`src/hktr_pkg.sv`:
```
// Shared types and constants for the hall key rapid trigger core.
`timescale 1ns / 1ps

package hktr_pkg;

  localparam int unsigned SAMPLE_W   = 8;
  localparam int unsigned LEVEL_W    = 7;
  localparam int unsigned NUM_W      = 15;  // (sample - lowest) * 100
  localparam int unsigned DIV_STEPS  = 7;   // quotient never exceeds 100
  localparam int unsigned APB_ADDR_W = 5;
  localparam int unsigned APB_DATA_W = 32;

  localparam logic [SAMPLE_W-1:0] LOWEST_RST   = 8'hFF;
  localparam logic [SAMPLE_W-1:0] HIGHEST_RST  = 8'd90;
  localparam logic [LEVEL_W-1:0]  PERCENT_FULL = 7'd100;

  localparam logic               RT_ON_RST     = 1'b1;
  localparam logic [LEVEL_W-1:0] PRESS_THR_RST = 7'd50;
  localparam logic [LEVEL_W-1:0] MIN_LVL_RST   = 7'd10;
  localparam logic [LEVEL_W-1:0] MAX_LVL_RST   = 7'd90;
  localparam logic [LEVEL_W-1:0] DELTA_RST     = 7'd10;

  typedef enum logic [2:0] {
    REG_RT_ON     = 3'd0,
    REG_PRESS_THR = 3'd1,
    REG_MIN_LVL   = 3'd2,
    REG_MAX_LVL   = 3'd3,
    REG_DELTA     = 3'd4
  } reg_idx_e;

  typedef struct packed {
    logic               rt_on;
    logic [LEVEL_W-1:0] press_thr;
    logic [LEVEL_W-1:0] min_lvl;
    logic [LEVEL_W-1:0] max_lvl;
    logic [LEVEL_W-1:0] delta;
  } cfg_t;

  typedef struct packed {
    logic [SAMPLE_W-1:0] lowest;
    logic [SAMPLE_W-1:0] highest;
    logic                down;
    logic [LEVEL_W-1:0]  press_lvl;
    logic [LEVEL_W-1:0]  release_lvl;
  } key_state_t;

  localparam key_state_t KEY_STATE_RST = '{
    lowest:      LOWEST_RST,
    highest:     HIGHEST_RST,
    down:        1'b0,
    press_lvl:   PRESS_THR_RST,
    release_lvl: MIN_LVL_RST
  };

  typedef enum logic [2:0] {
    ST_IDLE,
    ST_CALIB,
    ST_DIV,
    ST_LEVEL,
    ST_FINISH
  } ctrl_state_e;

endpackage

```
`src/hktr_cfg_regs.sv`:
```
// APB register file holding the trigger settings.
`timescale 1ns / 1ps

module hktr_cfg_regs (
  input  logic                                clk_i,
  input  logic                                rst_ni,
  input  logic                                psel,
  input  logic                                penable,
  input  logic                                pwrite,
  input  logic [hktr_pkg::APB_ADDR_W-1:0]     paddr,
  input  logic [hktr_pkg::APB_DATA_W-1:0]     pwdata,
  output logic [hktr_pkg::APB_DATA_W-1:0]     prdata,
  output hktr_pkg::cfg_t                      cfg_o
);

  hktr_pkg::cfg_t     cfg_q, cfg_d;
  hktr_pkg::reg_idx_e reg_idx;
  logic               wr_en;

  assign reg_idx = hktr_pkg::reg_idx_e'(paddr[hktr_pkg::APB_ADDR_W-1:2]);
  assign wr_en   = psel & penable & pwrite;  // pready is tied high

  always_comb begin
    cfg_d = cfg_q;
    if (wr_en) begin
      unique case (reg_idx)
        hktr_pkg::REG_RT_ON:     cfg_d.rt_on     = pwdata[0];
        hktr_pkg::REG_PRESS_THR: cfg_d.press_thr = pwdata[hktr_pkg::LEVEL_W-1:0];
        hktr_pkg::REG_MIN_LVL:   cfg_d.min_lvl   = pwdata[hktr_pkg::LEVEL_W-1:0];
        hktr_pkg::REG_MAX_LVL:   cfg_d.max_lvl   = pwdata[hktr_pkg::LEVEL_W-1:0];
        hktr_pkg::REG_DELTA:     cfg_d.delta     = pwdata[hktr_pkg::LEVEL_W-1:0];
        default:                 cfg_d           = cfg_q;
      endcase
    end
  end

  always_comb begin
    unique case (reg_idx)
      hktr_pkg::REG_RT_ON:     prdata = {31'd0, cfg_q.rt_on};
      hktr_pkg::REG_PRESS_THR: prdata = {25'd0, cfg_q.press_thr};
      hktr_pkg::REG_MIN_LVL:   prdata = {25'd0, cfg_q.min_lvl};
      hktr_pkg::REG_MAX_LVL:   prdata = {25'd0, cfg_q.max_lvl};
      hktr_pkg::REG_DELTA:     prdata = {25'd0, cfg_q.delta};
      default:                 prdata = '0;
    endcase
  end

  always_ff @(posedge clk_i or negedge rst_ni) begin
    if (!rst_ni) begin
      cfg_q.rt_on     <= hktr_pkg::RT_ON_RST;
      cfg_q.press_thr <= hktr_pkg::PRESS_THR_RST;
      cfg_q.min_lvl   <= hktr_pkg::MIN_LVL_RST;
      cfg_q.max_lvl   <= hktr_pkg::MAX_LVL_RST;
      cfg_q.delta     <= hktr_pkg::DELTA_RST;
    end else begin
      cfg_q <= cfg_d;
    end
  end

  assign cfg_o = cfg_q;

endmodule

```
`src/hktr_state_mem.sv`:
```
// Per-key state memory with registered read and per-entry valid bits.
`timescale 1ns / 1ps

module hktr_state_mem #(
  parameter int unsigned DEPTH = 16,
  parameter int unsigned IDX_W = 4
) (
  input  logic                 clk_i,
  input  logic                 rst_ni,
  input  logic                 rd_en_i,
  input  logic [IDX_W-1:0]     rd_idx_i,
  output hktr_pkg::key_state_t rd_state_o,
  input  logic                 wr_en_i,
  input  logic [IDX_W-1:0]     wr_idx_i,
  input  hktr_pkg::key_state_t wr_state_i
);

  hktr_pkg::key_state_t mem [DEPTH];
  hktr_pkg::key_state_t rdata_q;
  logic [DEPTH-1:0]     valid_q;
  logic                 rvalid_q;

  always_ff @(posedge clk_i) begin
    if (wr_en_i) begin
      mem[wr_idx_i] <= wr_state_i;
    end
    if (rd_en_i) begin
      rdata_q <= mem[rd_idx_i];
    end
  end

  // Valid bits stand in for a clearing pass: unwritten keys read as reset state.
  always_ff @(posedge clk_i or negedge rst_ni) begin
    if (!rst_ni) begin
      valid_q  <= '0;
      rvalid_q <= 1'b0;
    end else begin
      if (wr_en_i) begin
        valid_q[wr_idx_i] <= 1'b1;
      end
      if (rd_en_i) begin
        rvalid_q <= valid_q[rd_idx_i];
      end
    end
  end

  assign rd_state_o = rvalid_q ? rdata_q : hktr_pkg::KEY_STATE_RST;

endmodule

```
`src/hktr_div.sv`:
```
// Restoring divider, one quotient bit per cycle, for the travel mapping.
`timescale 1ns / 1ps

module hktr_div (
  input  logic                              clk_i,
  input  logic                              rst_ni,
  input  logic                              start_i,
  input  logic [hktr_pkg::NUM_W-1:0]        num_i,
  input  logic [hktr_pkg::SAMPLE_W-1:0]     den_i,
  output logic                              done_o,
  output logic [hktr_pkg::DIV_STEPS-1:0]    quot_o
);

  localparam int unsigned Q_W = hktr_pkg::DIV_STEPS;
  localparam int unsigned D_W = hktr_pkg::SAMPLE_W;
  localparam logic [2:0]  LAST_STEP = 3'(hktr_pkg::DIV_STEPS - 1);

  logic           busy_q, done_q;
  logic [2:0]     cnt_q;
  logic [D_W-1:0] rem_q, den_q;
  logic [Q_W-1:0] bits_q, quot_q;
  logic [D_W:0]   trial, trial_sub;
  logic           ge;

  // The quotient fits Q_W bits, so the top bits of the numerator are already
  // below the divisor and seed the remainder directly.
  assign trial     = {rem_q, bits_q[Q_W-1]};
  assign ge        = trial >= {1'b0, den_q};
  assign trial_sub = trial - {1'b0, den_q};

  always_ff @(posedge clk_i or negedge rst_ni) begin
    if (!rst_ni) begin
      busy_q <= 1'b0;
      done_q <= 1'b0;
      cnt_q  <= '0;
    end else begin
      done_q <= 1'b0;
      if (start_i) begin
        busy_q <= 1'b1;
        cnt_q  <= '0;
      end else if (busy_q) begin
        cnt_q <= cnt_q + 3'd1;
        if (cnt_q == LAST_STEP) begin
          busy_q <= 1'b0;
          done_q <= 1'b1;
        end
      end
    end
  end

  always_ff @(posedge clk_i) begin
    if (start_i) begin
      rem_q  <= num_i[hktr_pkg::NUM_W-1:Q_W];
      bits_q <= num_i[Q_W-1:0];
      den_q  <= den_i;
    end else if (busy_q) begin
      rem_q  <= ge ? trial_sub[D_W-1:0] : trial[D_W-1:0];
      bits_q <= {bits_q[Q_W-2:0], 1'b0};
      quot_q <= {quot_q[Q_W-2:0], ge};
    end
  end

  assign done_o = done_q;
  assign quot_o = quot_q;

endmodule

```
`src/hall_key_rapid_trigger_core.sv`:
```
// Top level: hall key travel mapping and rapid trigger evaluation.
//
//  Channel   Dir  Signals                         Beat contents
//  s_axis    in   tvalid/tready/tdata[15:0]       key_row, key_col, sample
//  m_axis    out  tvalid/tready/tdata[7:0]        pressed, travel_percent
//  apb       in   psel/penable/pwrite/paddr/...   trigger settings, 5 registers
//
// Sequence: a key passes CALIB, DIV, LEVEL and FINISH from accept to the next
// accept; the 7-step divider is the longest part. Zero span skips the divider
// (lowest == highest). An out-of-matrix key skips to FINISH and touches no state.
// Reset: per-key state reads as its reset value via valid bits, no sweep.
// Stalls: the result sits in an output register; the core holds its last
// step only while that register is still full.
`timescale 1ns / 1ps

module hall_key_rapid_trigger_core #(
  parameter int unsigned NUM_ROWS = 4,
  parameter int unsigned NUM_COLS = 4
) (
  input  logic                                clk_i,
  input  logic                                rst_ni,
  // slave stream
  input  logic                                s_axis_tvalid,
  output logic                                s_axis_tready,
  input  logic [15:0]                         s_axis_tdata,  // key_row[1:0], key_col[3:2], sample[11:4]
  // master stream
  output logic                                m_axis_tvalid,
  input  logic                                m_axis_tready,
  output logic [7:0]                          m_axis_tdata,  // pressed[0], travel_percent[7:1]
  // configuration
  input  logic                                psel,
  input  logic                                penable,
  input  logic                                pwrite,
  input  logic [hktr_pkg::APB_ADDR_W-1:0]     paddr,
  input  logic [hktr_pkg::APB_DATA_W-1:0]     pwdata,
  output logic [hktr_pkg::APB_DATA_W-1:0]     prdata,
  output logic                                pready
);

  localparam int unsigned KEY_COUNT = NUM_ROWS * NUM_COLS;
  localparam int unsigned IDX_W     = (KEY_COUNT > 1) ? $clog2(KEY_COUNT) : 1;
  localparam int unsigned SW        = hktr_pkg::SAMPLE_W;
  localparam int unsigned LW        = hktr_pkg::LEVEL_W;

  hktr_pkg::cfg_t        cfg;
  hktr_pkg::ctrl_state_e state_q, state_d;

  // input beat fields
  logic [1:0]    in_row, in_col;
  logic [SW-1:0] in_sample;
  logic          in_range;
  logic [8:0]    key_num;
  logic          accept;

  // control strobes
  logic rd_en, div_start, wr_en, out_load, out_free;

  // item registers
  logic [IDX_W-1:0]     idx_q;
  logic [SW-1:0]        sample_q;
  logic                 in_range_q;
  hktr_pkg::key_state_t key_q, lvl_q, lvl_d, fin, rd_state;
  hktr_pkg::key_state_t cal_state;
  logic [LW-1:0]        travel_q;

  // calibration
  logic [SW-1:0]              hi_new, lo_new, diff, span;
  logic [hktr_pkg::NUM_W-1:0] num;
  logic                       span_zero;

  // divider
  logic          div_done;
  logic [LW-1:0] quot;

  // level arithmetic
  logic [LW-1:0] p_lvl, r_lvl;
  logic [LW:0]   floor_sum, ceil_sum;
  logic [LW-1:0] p_minus_d;

  // output register
  logic          m_valid_q, m_valid_d;
  logic          m_pressed_q, pressed_d;
  logic [LW-1:0] m_travel_q, travel_d;

  assign pready = 1'b1;

  hktr_cfg_regs u_cfg (
    .clk_i   (clk_i),
    .rst_ni  (rst_ni),
    .psel    (psel),
    .penable (penable),
    .pwrite  (pwrite),
    .paddr   (paddr),
    .pwdata  (pwdata),
    .prdata  (prdata),
    .cfg_o   (cfg)
  );

  // ---------------- input decode ----------------
  assign in_row    = s_axis_tdata[1:0];
  assign in_col    = s_axis_tdata[3:2];
  assign in_sample = s_axis_tdata[11:4];
  assign in_range  = (5'(in_row) < 5'(NUM_ROWS)) && (5'(in_col) < 5'(NUM_COLS));
  assign key_num   = 9'(in_row) * 9'(NUM_COLS) + 9'(in_col);
  assign accept    = s_axis_tvalid & s_axis_tready;

  // ---------------- state memory ----------------
  hktr_state_mem #(
    .DEPTH (KEY_COUNT),
    .IDX_W (IDX_W)
  ) u_mem (
    .clk_i      (clk_i),
    .rst_ni     (rst_ni),
    .rd_en_i    (rd_en),
    .rd_idx_i   (key_num[IDX_W-1:0]),
    .rd_state_o (rd_state),
    .wr_en_i    (wr_en),
    .wr_idx_i   (idx_q),
    .wr_state_i (fin)
  );

  // ---------------- calibration (memory data present in CALIB) ----------------
  assign hi_new    = (sample_q > rd_state.highest) ? sample_q : rd_state.highest;
  assign lo_new    = (sample_q < rd_state.lowest) ? sample_q : rd_state.lowest;
  assign diff      = sample_q - lo_new;
  assign span      = hi_new - lo_new;
  assign span_zero = (span == '0);
  assign num       = 15'(diff) * 15'(hktr_pkg::PERCENT_FULL);

  // stored key with the new extremes folded in
  always_comb begin
    cal_state         = rd_state;
    cal_state.lowest  = lo_new;
    cal_state.highest = hi_new;
  end

  hktr_div u_div (
    .clk_i   (clk_i),
    .rst_ni  (rst_ni),
    .start_i (div_start),
    .num_i   (num),
    .den_i   (span),
    .done_o  (div_done),
    .quot_o  (quot)
  );

  // ---------------- rapid trigger: press rule (LEVEL) ----------------
  assign p_lvl     = (travel_q < cfg.max_lvl) ? travel_q : cfg.max_lvl;
  assign floor_sum = {1'b0, cfg.delta} + {1'b0, cfg.min_lvl};
  assign p_minus_d = p_lvl - cfg.delta;

  always_comb begin
    lvl_d = key_q;
    if (cfg.rt_on && (travel_q >= key_q.press_lvl)) begin
      lvl_d.down      = 1'b1;
      lvl_d.press_lvl = p_lvl;
      // p - delta >= min  <=>  p >= delta + min, no wrap below zero
      lvl_d.release_lvl = ({1'b0, p_lvl} >= floor_sum) ? p_minus_d : cfg.min_lvl;
    end
  end

  // ---------------- rapid trigger: release rule (FINISH) ----------------
  assign r_lvl    = (travel_q > cfg.min_lvl) ? travel_q : cfg.min_lvl;
  assign ceil_sum = {1'b0, r_lvl} + {1'b0, cfg.delta};

  always_comb begin
    fin = lvl_q;
    // release after press: release wins when both levels are crossed
    if (cfg.rt_on && (travel_q <= lvl_q.release_lvl)) begin
      fin.down        = 1'b0;
      fin.release_lvl = r_lvl;
      fin.press_lvl   = (ceil_sum > {1'b0, cfg.max_lvl}) ? cfg.max_lvl : ceil_sum[LW-1:0];
    end
  end

  always_comb begin
    if (!in_range_q) begin
      pressed_d = 1'b0;
      travel_d  = '0;
    end else begin
      pressed_d = cfg.rt_on ? fin.down : (travel_q >= cfg.press_thr);
      travel_d  = travel_q;
    end
  end

  // ---------------- sequencer ----------------
  assign out_free = !m_valid_q || m_axis_tready;

  always_comb begin
    state_d = state_q;
    unique case (state_q)
      hktr_pkg::ST_IDLE: begin
        if (s_axis_tvalid) begin
          state_d = in_range ? hktr_pkg::ST_CALIB : hktr_pkg::ST_FINISH;
        end
      end
      hktr_pkg::ST_CALIB: begin
        state_d = span_zero ? hktr_pkg::ST_LEVEL : hktr_pkg::ST_DIV;
      end
      hktr_pkg::ST_DIV: begin
        if (div_done) begin
          state_d = hktr_pkg::ST_LEVEL;
        end
      end
      hktr_pkg::ST_LEVEL: begin
        state_d = hktr_pkg::ST_FINISH;
      end
      hktr_pkg::ST_FINISH: begin
        if (out_free) begin
          state_d = hktr_pkg::ST_IDLE;
        end
      end
      default: state_d = hktr_pkg::ST_IDLE;
    endcase
  end

  always_comb begin
    s_axis_tready = 1'b0;
    rd_en         = 1'b0;
    div_start     = 1'b0;
    wr_en         = 1'b0;
    out_load      = 1'b0;
    unique case (state_q)
      hktr_pkg::ST_IDLE: begin
        s_axis_tready = 1'b1;
        rd_en         = s_axis_tvalid & in_range;
      end
      hktr_pkg::ST_CALIB: begin
        div_start = !span_zero;
      end
      hktr_pkg::ST_FINISH: begin
        out_load = out_free;
        wr_en    = out_free & in_range_q;
      end
      default: ;
    endcase
  end

  always_ff @(posedge clk_i or negedge rst_ni) begin
    if (!rst_ni) begin
      state_q   <= hktr_pkg::ST_IDLE;
      m_valid_q <= 1'b0;
    end else begin
      state_q   <= state_d;
      m_valid_q <= m_valid_d;
    end
  end

  always_comb begin
    m_valid_d = m_valid_q;
    if (out_load) begin
      m_valid_d = 1'b1;
    end else if (m_axis_tready) begin
      m_valid_d = 1'b0;
    end
  end

  // ---------------- datapath registers ----------------
  always_ff @(posedge clk_i) begin
    if (accept) begin
      idx_q      <= key_num[IDX_W-1:0];
      sample_q   <= in_sample;
      in_range_q <= in_range;
    end
    if (state_q == hktr_pkg::ST_CALIB) begin
      key_q    <= cal_state;
      travel_q <= '0;  // kept when the span is zero
    end
    if ((state_q == hktr_pkg::ST_DIV) && div_done) begin
      travel_q <= quot;
    end
    if (state_q == hktr_pkg::ST_LEVEL) begin
      lvl_q <= lvl_d;
    end
    if (out_load) begin
      m_pressed_q <= pressed_d;
      m_travel_q  <= travel_d;
    end
  end

  assign m_axis_tvalid = m_valid_q;
  assign m_axis_tdata  = {m_travel_q, m_pressed_q};

endmodule
```
`config.mk`:
```
export PLATFORM = sky130hd
export DESIGN_NAME = hall_key_rapid_trigger_core
export DESIGN_NICKNAME = d
export VERILOG_FILES = /design/src/hktr_pkg.sv /design/src/hktr_cfg_regs.sv /design/src/hktr_state_mem.sv /design/src/hktr_div.sv /design/src/hall_key_rapid_trigger_core.sv
export SDC_FILE = /design/constraint.sdc
export NUM_CORES = 1
export LEC_CHECK = 0
export ABC_CLOCK_PERIOD_IN_PS = 8800
export BUFFER_PORTS_ARGS = -buffer_cell sky130_fd_sc_hd__buf_2
export CORE_MARGIN = 2
export CORE_UTILIZATION = 30
export CTS_BUF_LIST = sky130_fd_sc_hd__clkbuf_4 sky130_fd_sc_hd__clkbuf_8 sky130_fd_sc_hd__clkbuf_16
export DETAILED_ROUTE_END_ITERATION = 12
export SLEW_MARGIN = 40
export SYNTH_ARGS = -nofsm -noshare
export SYNTH_HDL_FRONTEND = slang
export SYNTH_SLANG_ARGS = --single-unit
export TNS_END_PERCENT = 20
```
`constraint.sdc`:
```
create_clock -name clk_i -period 8.8 [get_ports clk_i]
set_input_delay 0.44 -clock clk_i [delete_from_list [all_inputs] [get_ports clk_i]]
set_output_delay 0.44 -clock clk_i [all_outputs]
set_load 0.03 [all_outputs]
```
Word-level counts from Yosys, hierarchy flattened
Memory sizes are Yosys's and may differ from the RTL's. A register that Yosys moved wholly into a read port is not among the register bits.
Index checks and enable logic that the tools add are counted.

word-level totals
  register bits after elaboration = 172
  bits in latches = 0
  memory bits (writable) = 496
  bits in read-only memories = 0
  output and inout port bits = 43
  word-level logic and storage cells = 134
  memories = 1

memories
  memory     depth  width  read ports  clocked after memory_dff  write ports  RTL line              text
  u_mem.mem  16     31     1           1                         1            hktr_state_mem.sv:18  hktr_pkg::key_state_t mem [DEPTH];

operators by class
  add/subtract/negate cells = 8
  multiply operators = 1
  div/mod/pow operators = 0
  magnitude comparators = 13
  equality and inequality tests = 12
  shift operators = 0
  multiplexer cells = 43
  bitwise operators = 5
  reduce and logical (&&, ||, !) cells = 20

operator list
  cell                                                                          number
  7-bit 2-to-1 mux                                                              8
  8-bit 2-to-1 mux                                                              5
  7-bit one-hot mux with 5 select lines                                         1
  31-bit 2-to-1 mux                                                             1
  8-bit subtractor                                                              3
  1-bit 2-to-1 mux                                                              18
  7-bit by 7-bit adder with 8-bit output                                        2
  16-bit OR                                                                     1
  15-bit 2-to-1 mux                                                             1
  3-bit 2-to-1 mux                                                              5
  3-bit one-hot mux with 5 select lines                                         1
  7-bit >= comparator                                                           2
  14-bit 2-to-1 mux                                                             1
  8-bit by 5-bit multiplier with 13-bit output, second input constant           1
  3-bit by 2-bit == test with 1-bit output, second input constant               4
  2-bit AND reduction                                                           6
  4-bit by 5-bit less-than comparator with 1-bit output, second input constant  2
  3-bit == test, second input constant                                          3
  9-bit by 8-bit >= comparator with 1-bit output                                1
  7-bit by 8-bit >= comparator with 1-bit output                                1
  8-bit by 7-bit > comparator with 1-bit output                                 1
  8-bit > comparator                                                            1
  8-bit zero test                                                               1
  8-bit less-than comparator                                                    1
  20 further kinds                                                              31

Logic depth before layout (Yosys ltp)
Gate-level depths: netlist of run 1.

  depth in word-level cells = 9
  depth in mapped cells = 30
  gate-level depth less buffers = 28

Hierarchy
A second synthesis of run 1 with hierarchy kept.

unflattened totals
  cells, all modules = 1801
  area, all modules = 31427.6 um2

modules (own cells, without submodules)
  module                       instances  cells an instance  area an instance (um2)  seq. area each (um2)
  hktr_state_mem               1          816                20528.4                 16250.6
  hall_key_rapid_trigger_core  1          719                7498.4                  2772.7
  hktr_div                     1          143                1815.5                  1026.0
  hktr_cfg_regs                1          123                1585.3                  740.7

Worst setup path before layout of run 1
OpenSTA, ideal clock, no wires.

  kind = register -> register
  start point = register u_mem.rvalid_q
  end point = register u_div.rem_q[7], data pin
  arrival time = 6.002 ns
  path slack = 2.536 ns
  cell stages (with the launch flop) = 27
  buffers on the path = 2
  clock period less this slack = 6.264 ns
  cell sequence = dfrtp_1 nor2b_1 clkbuf_1 ha_1 nand4_1 or4_4 nand2_2 buf_1 nor2_1 a31oi_1 ha_1 inv_1 ha_1 or3b_2 o211ai_1 ha_1 ha_1 fa_1 ha_1 a21o_1 a21oi_1 o21bai_1 a21oi_1 o21bai_1 a21oi_1 xor2_1 mux2i_1

between the ends
  word-level cells in the longest chain between the ends = 8

RTL lines
  element                                                                                               RTL line                            text
  from (decl)                                                                                           hktr_state_mem.sv:21                logic rvalid_q;
  from (signal assigned)                                                                                hktr_state_mem.sv:42                rvalid_q <= valid_q[rd_idx_i];
  31-bit 2-to-1 mux *                                                                                   hktr_state_mem.sv:47                assign rd_state_o = rvalid_q ? rdata_q : hktr_pkg::KEY_STATE_RST;
  8-bit less-than comparator                                                                            hall_key_rapid_trigger_core.sv:124  assign lo_new = (sample_q < rd_state.lowest) ? sample_q : rd_state.lowest;
  8-bit 2-to-1 mux *                                                                                    hall_key_rapid_trigger_core.sv:124
  via lo_new[0]                                                                                         hall_key_rapid_trigger_core.sv:67   logic [SW-1:0] hi_new, lo_new, diff, span;
  parallel branches: the longest is 4 deep, another holds 8-bit by 5-bit multiplier with 13-bit output  n/a
  8-bit 2-to-1 mux *                                                                                    hktr_div.sv:52                      if (start_i) begin
  to (signal assigned)                                                                                  hktr_div.sv:53                      rem_q <= num_i[hktr_pkg::NUM_W-1:Q_W];
  to (signal assigned)                                                                                  hktr_div.sv:57                      rem_q <= ge ? trial_sub[D_W-1:0] : trial[D_W-1:0];
  to (decl)                                                                                             hktr_div.sv:20                      logic [D_W-1:0] rem_q, den_q;

Mark *: on every way through the listed nets, which the timed path passes.
A chain may end at the register's enable or synchronous reset.

Worst setup path after layout of run 1
Ends and elaborated chain as after synthesis.

==> metrics.txt, run 1 <==
die height=324.9 um; Worst EP arrival=about 7.3 ns; post-DP HPWL=40980 um; Final Max Tran Viols=0; Hold Path Origin=pwdata[5]; Routed WL=about 70000 um; unrepaired setup endpoints after global routing=no; Synth async-reset ratio=7.868%; Hold Crit Depth=3; drc violations=0; Slew headroom=46.04%; post-CTS sizing=0; R2R Setup Slk=around 1.9 ns; Setup Fix Bufs, Post-CTS=0; flops & latches, synth=approximately 700; EDFF count, synth=about 640; Worst Reg-to-Reg Cells=29; crit path launch=u_mem.rvalid_q; layout cells sized above 1=a little under a quarter; Post-DRT Antenna Nets=0; drt first-iter violations=~1400; clock tree from TritonCTS=done; Crit. End Element=flip-flop; die area=roughly 0.11 mm^2; critical path buffer and inverter count=4; Die Width=between 300 and 400 um; CP max-delay cell=or4_4; Root Buffer=clkbuf_16; Main synth FF type=edfxtp_1; Port Buffers=45; initial antenna violation count=2; synthesized cell area=approximately 0.031 mm^2; CTS max path bufs=3; top cells by area in the synthesized netlist=edfxtp_1, mux4_2, ha_1; CP top delay family=adder cells; Critical Path Most Common Cell=ha_1; Peak supply drop=a little over 0.0004 V; htree depth=3; Placer Congestion=around 0.83; Leak=approximately 0.012 uW; clk_lat worst skew=a little over 0.6 ns; CTS buffer count=74; Avg WL per Cell=around 21 um; GR Overflow Total=0; Area growth syn-to-layout=14.18%; Avg Inst Size Synth=about 17 um^2; DP Cell Count=3172; Core Rows=approximately 120; vias per cell=between 4 and 5; Final Hold Viols=0; sequential share of the synthesized area=between 60% and 70%; Max Cap Viol=0; Yosys top cell by area=edfxtp_1; largest net degree at the start of global routing=59; Final min period=roughly 6.9 ns; nets=about 2100; placed inst area=0.03286 mm^2; Clock Skew=roughly 0.018 ns; fill count=between 9000 and 10000; Finished Layout Cells=3313; Tcrit/Tclk final=about four fifths; Yosys top cell area share=between 60% and 70%; via count=between 15000 and 20000; status=complete, no violations; Setup CP Type=flip-flop to flip-flop; Pwr per Cell Area=309.5 mW/mm^2; IO Count=around 100; setup TNS=0 ns; Hold Path Class=input pin to flip-flop; required time of the critical path=9.14 ns; clock-pin slew on the worst setup and hold paths=around 0.060 ns; terminus of the critical flop-to-flop path=u_div.rem_q[7]; fmax=~140 MHz; Post-CTS Hold Fix Bufs=7; total core area=~0.10 mm^2; setup violators final=0; first-pass GRT wire length=about 100000 um; critical path startpoint category=flip-flop; DR WL met3=3612 um; slowest stage delay, CP=0.60 ns; final hold slack=roughly 0.09 ns; wl on met1=roughly 31000 um; post-synthesis cell type count=67; Least-Margin Pin Slew=about 0.81 ns; vias in the first global route=approximately 17000; first drt pass iteration count=7; Syn. warnings=0; CP max FO=34; Total GRT Usage=roughly an eighth; Initial Util=between 30% and 40%; FF-to-FF Start=u_mem.rvalid_q; Finished Cell Area=between 0.03 and 0.04 mm^2; Gate Count Post-Synth=approximately 1800; Sink Count=699; DR top layer=met5; hold endpoint=u_cfg.cfg_o[26]; DR WL met2=approximately 33000 um
[flip-flops by register name, summed over array words and instances, names as in the netlist, 3 cells and up]
signal         count
fin               16
idx_q              4
key_q             31
lvl_q             15
m_travel_q         7
sample_q           8
state_q            3
travel_q           7
u_cfg.cfg_o       29
u_div.bits_q       5
u_div.cnt_q        3
u_div.den_q        8
u_div.quot_o       7
u_div.rem_q        8
u_mem.mem        496
u_mem.rdata_q     31
u_mem.valid_q     16
[final cells by class]
type / instances / area (um^2) / share of cell area, %
flip-flops and latches: 699 / 20730 / 58.76
well taps: 1368 / 1712 / 4.851
diodes: 1 / 2.502 / 0.007093
clock buffers: 90 / 2008 / 5.692
clock inverters: 43 / 314.1 / 0.8901
multi-input cells: 936 / 9627 / 27.29
repair buffers: 79 / 524.3 / 1.486
inverters: 97 / 364.1 / 1.032
[power breakdown]
group	switching (uW)	internal, uW	total [uW]
Clock	1280	1670	2950
Sequential	254	4240	4490
Combinational	2020	1460	3470
[through the flow]
step	util [%]	total power [uW]	setup slack, ns
3_5_place_dp	32.21	8031	1.911
5_1_grt	34.58	11640	1.255
6_report	34.58	10920	1.866
3_3_place_gp	32.17	7922	1.924
2_1_floorplan	-	7052	2.536
4_1_cts	34.55	11040	1.855
[kinds of logic after synthesis]
| kind of cell | after synthesis | share of synthesized area (%) |
|---|---|---|
| AND/OR/NAND/NOR | 272 | 4.568 |
| other | 2 | 0.02431 |
| multiplexers | 226 | 14.07 |
| buffers and inverters | 184 | 2.600 |
| AO/OA/AOI/OAI | 225 | 4.495 |
| XOR/XNOR | 48 | 1.361 |
| adder cells (fa/ha/maj) | 139 | 5.791 |
| flip-flops | 699 | 67.09 |
[cell usage in the layout (no fill, tap or decap), types with 8 or more instances in the layout]
cell	instances
nand3_1	8
buf_2	43
inv_1	96
buf_4	24
xor2_1	18
dfrtp_1	43
mux2_2	41
conb_1	26
clkinv_1	19
edfxtp_1	644
a21oi_1	55
ha_1	131
nand2b_1	29
and2_1	23
clkbuf_4	12
o21a_1	9
nor2_1	37
dfstp_2	12
o21bai_1	10
o22ai_1	8
mux2i_1	19
nor2b_1	27
xnor2_1	30
nand2_1	76
clkbuf_16	75
mux4_2	161
clkinv_2	13
nor2_4	12
o21ai_0	73
or2_2	17
a21o_1	26
[tightest hold or removal path: cells and delay by family]
kind | cells | cell delay (ns)
AOI/OAI and AO/OA | 1 | 0.07
buffers and inverters | 1 | 0.13
and+or+nand+nor | 1 | 0.05
[synthesized netlist by cell type (all sizes together) (6+ instances only)]
cell type / count
nand3: 8
nand2b: 29
fa: 7
nor2b: 28
o21a: 9
nand2: 77
clkbuf: 44
a22oi: 6
nor3: 9
xnor2: 30
dfstp: 12
edfxtp: 644
nor2: 52
dfrtp: 43
xor2: 18
a21oi: 56
o21bai: 10
inv: 97
o22ai: 8
o21ai: 76
or2: 18
mux2i: 20
ha: 131
and2: 23
buf: 43
mux2: 45
o211ai: 6
mux4: 161
a21o: 26
nand4: 6
[worst max-delay path by stage]
stage | to | slack, ns | cells past startpoint
3_5_place_dp | u_div.rem_q[7] | 1.91 | 25
4_1_cts | u_div.rem_q[7] | 1.85 | 29
2_1_floorplan | u_div.rem_q[7] | 2.54 | 26
5_1_grt | u_div.rem_q[7] | 1.25 | 29
6_report | u_div.rem_q[7] | 1.87 | 29
3_3_place_gp | u_div.rem_q[7] | 1.92 | 28
[per-layer routing]
layer	vias up	track usage [%]
li1	7147	-
met1	8469	18.10
met2	440	21.13
met3	86	1.921
met4	4	3.492
met5	-	0
No activity file was read; power rests on OpenSTA's default activity.
==> run 2, diff against run 1 <==
- ABC_CLOCK_PERIOD_IN_PS: 8800 -> 5700
- clock period: 8.8 -> 5.7 ns (I/O delays scaled with it)
==> run 2 against run 1 <==
Effect of this change:
- largest power group unchanged
- final area up 3.6%
- count of clock-buffer cells in the layout up 8
- critical path type unchanged
- worst setup slack worse by 1.7 ns
- die area unchanged
- highest routed layer unchanged
- critical endpoint unchanged
==> metrics.txt, run 2 (synthesis gave the netlist of run 1 again) <==
final setup margin=0.1265 ns (was 1.866 ns); unrepaired setup endpoints after global routing=yes (was no); CP max FO=7 (was 34); Core Rows=117 (unchanged); Worst Reg-to-Reg Cells=24 (was 29); Root Buffer=clkbuf_16 (unchanged); Final min period=5.574 ns (was 6.934 ns); first-pass GRT wire length=107400 um (was 104600 um); vias per cell=4.873 (was 4.874); Post-DRT Antenna Nets=0 (unchanged); GR Overflow Total=0 (unchanged); Crit. End Element=flip-flop (unchanged); fill count=9476 (was 9573); Combinational Power Share=37.1% (was 31.8%); setup violators final=0 (unchanged); final hold slack=0.08519 ns (was 0.08981 ns); clock share of power=25.7% (was 27.1%); Hold Crit Depth=3 (unchanged); Seq pwr share=37.2% (was 41.2%); Die Width=324.9 um (unchanged); Final Max Tran Viols=0 (unchanged); post-DP HPWL=44470 um (was 40980 um); layout cells sized above 1=30.24% (was 23.92%); Pwr per Cell Area=506.0 mW/mm^2 (was 309.5 mW/mm^2); fmax=179.4 MHz (was 144.2 MHz); hold endpoint=state_q[0] (was u_cfg.cfg_o[26]); setup TNS=0 ns (unchanged); total core area=0.1020 mm^2 (unchanged); IO Count=103 (unchanged); Max Cap Viol=0 (unchanged); Peak supply drop=0.0005314 V (was 0.0004109 V); die area=0.1056 mm^2 (unchanged); Clock Skew=0.03020 ns (was 0.01794 ns); htree depth=3 (unchanged); Slew headroom=43.89% (was 46.04%); vias in the first global route=17000 (was 16770); status=complete, no violations (unchanged); max FFs per register=496 (unchanged); Tcrit/Tclk final=97.78% (was 78.79%); Setup CP Type=flip-flop to flip-flop (unchanged); R2R Setup Slk=0.13 ns (was 1.87 ns); Sink Count=699 (unchanged); largest net degree at the start of global routing=69 (was 59); Hold Path Class=input pin to flip-flop (unchanged); Final Hold Viols=0 (unchanged); Routed WL=72190 um (was 69130 um); clk_lat worst skew=0.63 ns (was 0.61 ns); commonest cells after routing, fill and taps aside=edfxtp_1, mux4_2, ha_1 (unchanged); die height=324.9 um (unchanged); clock-pin slew on the worst setup and hold paths=0.07 ns (was 0.06 ns); Post-Place Setup Slack=-0.1659 ns (was 1.911 ns); Sw Share=32.18% (was 32.52%); Initial Util=30.28% (unchanged); FF-to-FF Start=u_mem.rvalid_q (unchanged); most common cell after layout, fill and taps aside=edfxtp_1 (unchanged); clock tree from TritonCTS=done (unchanged); Worst EP arrival=5.92 ns (was 7.28 ns); nets=2173 (was 2085); first drt pass iteration count=5 (was 7); initial antenna violation count=7 (was 2); P_sw=5952 uW (was 3551 uW); CTS max path bufs=3 (unchanged); Largest Register=u_mem.mem (unchanged); Total GRT Usage=13.42% (was 12.96%); drt first-iter violations=1424 (was 1408); via count=16600 (was 16150); terminus of the critical flop-to-flop path=u_div.rem_q[7] (unchanged); Port Buffers=45 (unchanged); Least-Margin Pin Slew=0.8416 ns (was 0.8094 ns); CTS buffer count=74 (unchanged); Pint=12550 uW (was 7370 uW); Area growth syn-to-layout=18.31% (was 14.18%); Placer Congestion=0.8583 (was 0.8316); critical path startpoint category=flip-flop (unchanged); DP Cell Count=3228 (was 3172); top flop regs=u_mem.mem: 496 flops, key_q: 31 flops, u_mem.rdata_q: 31 flops (unchanged); Leak=0.01283 uW (was 0.01230 uW); required time of the critical path=6.04 ns (was 9.14 ns); Avg WL per Cell=21.19 um (was 20.87 um); Hold Path Origin=s_axis_tvalid (was pwdata[5]); drc violations=0 (unchanged); Finished Layout Cells=3407 (was 3313)
[run 2: cell count changes in the layout (fill, tap and decap cells not counted), moves of 4 or more]
cell and change:
mux2_2 -6, nor2b_1 -8, dlygate4sd3_1 +10, a21oi_1 -11, mux2_4 +7, o21ai_0 -5, inv_1 -4, buf_4 +77
a21oi_2 +11, ha_1 -20, ha_4 +18, nor2b_4 +6, clkinv_1 -8, clkbuf_4 +8
[run 2: area by class of cell]
class	instances	area, um^2	area share [%]
Tap cell	1368	1712	4.682
Sequential cell	699	20730	56.71
Antenna cell	2	5.005	0.01369
Clock inverter	40	350.3	0.9584
Inverter	97	366.6	1.003
Clock buffer	98	2079	5.689
Timing Repair Buffer	166	1240	3.392
Multi-Input combinational cell	937	10070	27.55
[run 2: critical path: stages, from the launching register on]
cell	delay (ns)
dfrtp_2	0.48
nor2b_4	0.17
ha_4	0.26
nand4_1	0.16
or4_4	0.48
nand2_4	0.12
nor2_4	0.05
a31oi_4	0.20
ha_4	0.19
inv_4	0.04
ha_4	0.15
or3b_4	0.38
o211ai_1	0.24
ha_4	0.29
ha_4	0.24
fa_1	0.58
ha_4	0.21
a21o_1	0.18
a21oi_2	0.14
o21bai_1	0.09
a21oi_2	0.14
o21bai_1	0.07
a21oi_1	0.15
xor2_1	0.16
mux2i_1	0.10
[run 2: routing by layer]
layer / wire (um) / GRT usage (%)
met5: 37 / 0
met4: 1502 / 4.207
met3: 4303 / 2.146
met2: 34990 / 22.04
met1: 31350 / 18.26
[run 2: power by group through the flow]
stage / sequential (uW) / clock [uW] / combinational (uW)
floorplan: 6860 / 0 / 4150
global placement: 6940 / 0 / 5830
detailed placement: 6970 / 0 / 5970
CTS: 6880 / 4860 / 6290
global route: 6940 / 5060 / 7610
finish: 6880 / 4760 / 6860
[run 2: stage by stage]
step | area (um^2) | total power (uW) | utilization [%]
CTS | 36180 | 18020 | 35.46
floorplan | 31050 | 11010 | -
finish | 36560 | 18500 | 35.83
detailed placement | 33330 | 12940 | 32.67
global placement | 33270 | 12770 | 32.61
global route | 36550 | 19610 | 35.82
[run 2: repair_timing]
item	in CTS	in global routing
hold endpoints to repair	82	0
hold buffers	17	0
pin swaps	33	38
setup endpoints to repair	34	146
setup buffers	11	10
gates resized for setup	31	56
cloned	0	1
[run 2: worst max path at each step]
stage,end,slack [ns],start,cells after the start
floorplan,u_div.rem_q[7],0.001,u_mem.rvalid_q,26
global placement,u_div.rem_q[7],-0.05,u_mem.rvalid_q,26
detailed placement,u_div.rem_q[7],-0.17,u_mem.rvalid_q,24
CTS,u_div.rem_q[7],0.002,u_mem.rvalid_q,25
global route,u_div.rem_q[7],-0.14,u_mem.rvalid_q,24
finish,u_div.rem_q[7],0.13,u_mem.rvalid_q,24
